===== src/hdl/gri_pkg.sv =====
// Shared types, widths and constants of the gyro rate integrator.
`timescale 1ns / 1ps

package gri_pkg;

  localparam int AXES            = 3;
  localparam int SAMPLE_WIDTH    = 16;
  localparam int TOTAL_WIDTH     = 32;
  localparam int CFG_WIDTH       = 16;
  localparam int CFG_COUNT       = 4;
  localparam int CFG_INDEX_WIDTH = $clog2(CFG_COUNT);
  localparam int FRAC_BITS       = 16;

  // Time step 0.0127 in Q16
  localparam int DT_Q16   = 832;
  localparam int DT_WIDTH = $clog2(DT_Q16 + 1) + 1;
  localparam logic signed [DT_WIDTH-1:0] DT_STEP = DT_WIDTH'(DT_Q16);

  // Datapath widths
  localparam int DIFF_WIDTH  = ((SAMPLE_WIDTH + 1 > CFG_WIDTH) ? SAMPLE_WIDTH + 1 : CFG_WIDTH) + 1;
  localparam int SPAN_WIDTH  = CFG_WIDTH + 1;
  localparam int NUM_WIDTH   = DIFF_WIDTH + SPAN_WIDTH;
  localparam int QUO_WIDTH   = NUM_WIDTH + FRAC_BITS;
  localparam int MAP_WIDTH   = ((QUO_WIDTH + 1 > CFG_WIDTH + FRAC_BITS) ?
                                QUO_WIDTH + 1 : CFG_WIDTH + FRAC_BITS) + 1;
  localparam int PROD_WIDTH  = MAP_WIDTH + DT_WIDTH;
  localparam int ROUND_SHIFT = 2 * FRAC_BITS;
  localparam int RND_WIDTH   = PROD_WIDTH + 1 - ROUND_SHIFT;
  localparam int INC_WIDTH   = RND_WIDTH + 1;
  localparam int SUM_WIDTH   = ((INC_WIDTH > TOTAL_WIDTH) ? INC_WIDTH : TOTAL_WIDTH) + 1;
  localparam int DIV_COUNT_WIDTH = $clog2(QUO_WIDTH);

  // Register indexes
  localparam logic [CFG_INDEX_WIDTH-1:0] REG_RAW_MIN = CFG_INDEX_WIDTH'(0);
  localparam logic [CFG_INDEX_WIDTH-1:0] REG_RAW_MAX = CFG_INDEX_WIDTH'(1);
  localparam logic [CFG_INDEX_WIDTH-1:0] REG_SI_MIN  = CFG_INDEX_WIDTH'(2);
  localparam logic [CFG_INDEX_WIDTH-1:0] REG_SI_MAX  = CFG_INDEX_WIDTH'(3);

  typedef struct packed {
    logic signed [SAMPLE_WIDTH-1:0] sample_x;
    logic signed [SAMPLE_WIDTH-1:0] sample_y;
    logic signed [SAMPLE_WIDTH-1:0] sample_z;
  } gri_sample_t;

  typedef struct packed {
    logic signed [TOTAL_WIDTH-1:0] angle_x;
    logic signed [TOTAL_WIDTH-1:0] angle_y;
    logic signed [TOTAL_WIDTH-1:0] angle_z;
    logic                          was_calibration;
  } gri_angle_t;

  typedef struct packed {
    logic load;
    logic diff;
    logic mul;
    logic div_start;
    logic div_step;
    logic map;
    logic scale;
    logic round;
    logic acc;
    logic out_load;
  } gri_cmd_t;

  typedef struct packed {
    logic out_busy;
  } gri_status_t;

  typedef enum logic [9:0] {
    ST_IDLE  = 10'b00_0000_0001,
    ST_DIFF  = 10'b00_0000_0010,
    ST_MUL   = 10'b00_0000_0100,
    ST_START = 10'b00_0000_1000,
    ST_DIV   = 10'b00_0001_0000,
    ST_MAP   = 10'b00_0010_0000,
    ST_SCALE = 10'b00_0100_0000,
    ST_ROUND = 10'b00_1000_0000,
    ST_ACC   = 10'b01_0000_0000,
    ST_DONE  = 10'b10_0000_0000
  } gri_state_t;

endpackage


===== src/hdl/gri_ctrl.sv =====
// Sequencing state machine of the gyro rate integrator.
`timescale 1ns / 1ps

module gri_ctrl
  import gri_pkg::*;
(
  input  logic        clk,
  input  logic        rst,
  input  logic        sample_valid,
  output logic        sample_stall,
  input  gri_status_t status,
  output gri_cmd_t    cmd
);

  gri_state_t                 state, state_next;
  logic [DIV_COUNT_WIDTH-1:0] cnt, cnt_next;

  always_comb begin
    state_next = state;
    cnt_next   = cnt;
    cmd        = '0;
    unique case (state)
      ST_IDLE: begin
        cmd.load = sample_valid;
        if (sample_valid) state_next = ST_DIFF;
      end
      ST_DIFF: begin
        cmd.diff   = 1'b1;
        state_next = ST_MUL;
      end
      ST_MUL: begin
        cmd.mul    = 1'b1;
        state_next = ST_START;
      end
      ST_START: begin
        cmd.div_start = 1'b1;
        cnt_next      = DIV_COUNT_WIDTH'(QUO_WIDTH - 1);
        state_next    = ST_DIV;
      end
      ST_DIV: begin
        cmd.div_step = 1'b1;
        if (cnt == '0) state_next = ST_MAP;
        else cnt_next = cnt - 1'b1;
      end
      ST_MAP: begin
        cmd.map    = 1'b1;
        state_next = ST_SCALE;
      end
      ST_SCALE: begin
        cmd.scale  = 1'b1;
        state_next = ST_ROUND;
      end
      ST_ROUND: begin
        cmd.round  = 1'b1;
        state_next = ST_ACC;
      end
      ST_ACC: begin
        cmd.acc    = 1'b1;
        state_next = ST_DONE;
      end
      ST_DONE: begin
        // hold until the output register can take the beat
        if (!status.out_busy) begin
          cmd.out_load = 1'b1;
          state_next   = ST_IDLE;
        end
      end
      default: state_next = ST_IDLE;
    endcase
  end

  always_ff @(posedge clk) begin
    if (rst) begin
      state <= ST_IDLE;
      cnt   <= '0;
    end else begin
      state <= state_next;
      cnt   <= cnt_next;
    end
  end

  assign sample_stall = (state != ST_IDLE);

endmodule


===== config.mk =====
export PLATFORM = sky130hd
export DESIGN_NAME = gri_ctrl
export DESIGN_NICKNAME = d
export VERILOG_FILES = /design/src/hdl/gri_pkg.sv /design/src/hdl/gri_ctrl.sv
export SDC_FILE = /design/constraint.sdc
export NUM_CORES = 1
export LEC_CHECK = 0
export BUFFER_PORTS_ARGS = -buffer_cell sky130_fd_sc_hd__buf_2
export CORE_MARGIN = 4
export CORE_UTILIZATION = 30
export DETAILED_ROUTE_END_ITERATION = 10
export PLACE_DENSITY = 0.52
export SLEW_MARGIN = 20
export SYNTH_ARGS = -nofsm -noshare
export SYNTH_HDL_FRONTEND = slang
export SYNTH_SLANG_ARGS = --single-unit
export TNS_END_PERCENT = 30

===== constraint.sdc =====
create_clock -name clk -period 1.74 [get_ports clk]
set_input_delay 0 -clock clk [delete_from_list [all_inputs] [get_ports clk]]
set_output_delay 0 -clock clk [all_outputs]
set_load 0.02 [all_outputs]

==> results.sh <==
export IMPL_grt_ovfl_total=0
export IMPL_synth_area_top_cells="dfxtp_1, inv_1, nor2_1"
export IMPL_critical_path_class="flip-flop to output port"
export IMPL_r2r_end="cnt[1]"
export IMPL_ff2ff_path_depth=8
export IMPL_antenna_found_initial=0
export IMPL_h_tree_depth=1
export IMPL_synth_cell_types=42
export IMPL_n_antenna_cell=0
export IMPL_fp_dieArea_mm2=0.00408
export IMPL_relSlewSlack=0.726
export IMPL_path_delay_family="simple AND/OR/NAND/NOR gates"
export IMPL_grt_max_degree=10
export IMPL_setup_ws_ns=-0.0638
export IMPL_clk_latency_ns=0.27
export IMPL_path_depth=5
export IMPL_fmaxAchievable_mhz=554
export IMPL_postRouteAntennaNets=0
export IMPL_peakVddDrop_v=0.000131
export IMPL_maxSlewViolCount=0
export IMPL_min_path_type="input pin to flip-flop"
export IMPL_grt_pass1_wl_mm=4.35
export IMPL_ys_flop_type="dfxtp_1"
export IMPL_wl_per_cell_um=12.9
export IMPL_path_clk_slew_ns=0.09
export IMPL_cp_num_buf_inv=1
export IMPL_setup_violations=7
export IMPL_cp_required_ns=1.74
export IMPL_grt_total_usage=0.131
export IMPL_synth_warnings=0
export IMPL_coreArea_mm2=0.00303
export IMPL_syn_nets=118
export IMPL_yosysTopAreaCell="dfxtp_1"
export IMPL_power_leakage_nw=0.655
export IMPL_layout_min_cycle_time_ns=1.80
export IMPL_vias=1013
export IMPL_critPathLaunchType="flip-flop"
export IMPL_end_kind="output port"
export IMPL_die_x_um=63.9
export IMPL_area_growth_syn_to_layout_pct=50.2
export IMPL_crit_end="cmd[0]"
export IMPL_dr_first_iter_drc_count=59
export IMPL_slowest_stage="or4_4"
export IMPL_worst_pin_slew_ns=0.407
export IMPL_r2r_start="state[5]"
export IMPL_grt_pass1_vias=989
export IMPL_clk_path_buf_depth=2
export IMPL_wirelength_mm=2.58
export IMPL_cp_max_fo=3
export IMPL_synth_seq_area_share=0.342
export IMPL_maxCapViolations=0
export IMPL_arrival_ns=1.80
export IMPL_gp_congestion=0.806
export IMPL_async_flop_share=0
export IMPL_die_h_um=63.9
export IMPL_outcome="complete, but fails checks"
export IMPL_cts_root_buf="clkbuf_4"
export IMPL_clock_sinks=16
export IMPL_synth_area_um2=937
export IMPL_clock_skew_ns=0.00129
export IMPL_dpl_hpwl_mm=1.88
export IMPL_portBuffers=14
export IMPL_postSynthRegisterBits=16
export IMPL_drive_above_1_share=0.455
export IMPL_synth_most_common_cell="dfxtp_1"
export IMPL_vias_per_cell=5.07
export IMPL_reg2reg_slack_ns=-0.06
export IMPL_avgSynthCellArea_um2=8.37
export IMPL_cts_made_buffers=3
export IMPL_cts_tree="yes"
export IMPL_synthCells=112
export IMPL_nets=164
export IMPL_slowest_delay_ns=0.58
export IMPL_yosys_area_top_type_share=0.342
export IMPL_drtPass1Iterations=4
export IMPL_drc=0
export IMPL_n_fill_cell=311
export IMPL_cp_cell_sequence="or4_4, nor2_4, nand2_2, nor4b_2, buf_2"
export IMPL_violations="negative setup slack"
export IMPL_pin_count=15
export IMPL_hold_viol=0
export IMPL_total_power_uw=687
export IMPL_start_util=0.310
export IMPL_tns_ns=-0.180
export IMPL_synth_edf_count=0
export IMPL_grt_setup_unrepaired="true"
export IMPL_placementRows=20
export IMPL_worstSetupStartpoint="state[5]"
export IMPL_netlist_top_cells_count="dfxtp_1, inv_1, nor2_1"
export IMPL_min_period_over_period=1.04
export IMPL_powerDensity_mw_per_mm2=488
export IMPL_hold_start="rst"
-- per-layer routing --
layer,vias up,GRT usage,part of all wire
met1,490,0.151,0.45
met5,-,0,0
met4,0,0.0539,0.011
li1,507,-,-
met3,2,0.0193,0.015
met2,14,0.239,0.52
-- report_power, final --
| part | switching, mW | leakage [nW] | internal, mW |
|---|---|---|---|
| combinational | 0.0684 | 0.509 | 0.0563 |
| sequential | 0.00512 | 0.132 | 0.369 |
| clock | 0.107 | 0.0138 | 0.0801 |
| total | 0.181 | 0.655 | 0.506 |
-- kinds of logic after synthesis --
| family | count (synthesis) | synth area share |
|---|---|---|
| multiplexers | 1 | 0.0107 |
| buffers and inverters | 15 | 0.0601 |
| AND/OR/NAND/NOR | 55 | 0.374 |
| XOR/XNOR | 1 | 0.00935 |
| adder cells (fa/ha/maj) | 2 | 0.0267 |
| flip-flops | 16 | 0.342 |
| AO/OA/AOI/OAI | 22 | 0.178 |
-- placed cells by master (no fill, tap or decap), drive strengths merged, types with 2 or more instances in the layout --
master / Yosys / final
dfxtp: 16 / 16
nand4: 2 / 2
or4: 2 / 2
and2: 2 / 2
o21ai: 4 / 4
buf: 0 / 41
nor4: 4 / 4
o22ai: 2 / 2
ha: 2 / 2
nand4b: 4 / 4
clkbuf: 1 / 3
nor4b: 4 / 4
nor2b: 2 / 2
nand2: 7 / 7
nor2: 14 / 14
or2: 2 / 2
inv: 14 / 14
nand3: 6 / 6
a21oi: 4 / 4
-- registers in the layout, indices dropped and copies added, names as in the netlist --
name,cells
state,10
cnt,6
-- layout make-up --
class	count	area, um^2	share of cell area
clock buffer	3	22.5	0.0160
inverter	14	52.6	0.0373
multi-input combinational	81	646	0.459
sequential	16	328	0.233
tap	44	55.1	0.0391
timing repair buffer	42	304	0.216
-- through the flow --
step / hold slack, ns / instance area, um^2 / setup slack [ns] / std cells / utilization
3_5_place_dp: 0.294 / 1190 / -0.0565 / 185 / 0.393
6_report: 0.0284 / 1410 / -0.0638 / 200 / 0.465
5_1_grt: 0.0384 / 1410 / -0.159 / 200 / 0.465
4_1_cts: 0.00300 / 1320 / -0.0677 / 196 / 0.437
3_3_place_gp: 0.278 / 1190 / 0.00342 / 185 / 0.393
2_1_floorplan: 0.0551 / 947 / 0.00927 / 112 / -
-- repair_timing --
item | CTS | global route
setup buffers | 7 | 4
hold endpoints to repair | 2 | 0
gates resized for setup | 16 | 13
gates cloned | 0 | 0
pin swaps | 9 | 7
endpoints found under the setup margin | 17 | 22
hold buffers | 1 | 0
-- how the worst min path moves through the flow --
stage,depth (start not counted),to,slack [ns]
detailed placement,3,state[1],0.29
floorplan,1,cmd[0],0.06
CTS,2,state[4],0.003
global placement,3,state[1],0.28
global route,2,state[4],0.04
finish,2,state[4],0.03
(Power assumes the default switching activity.)
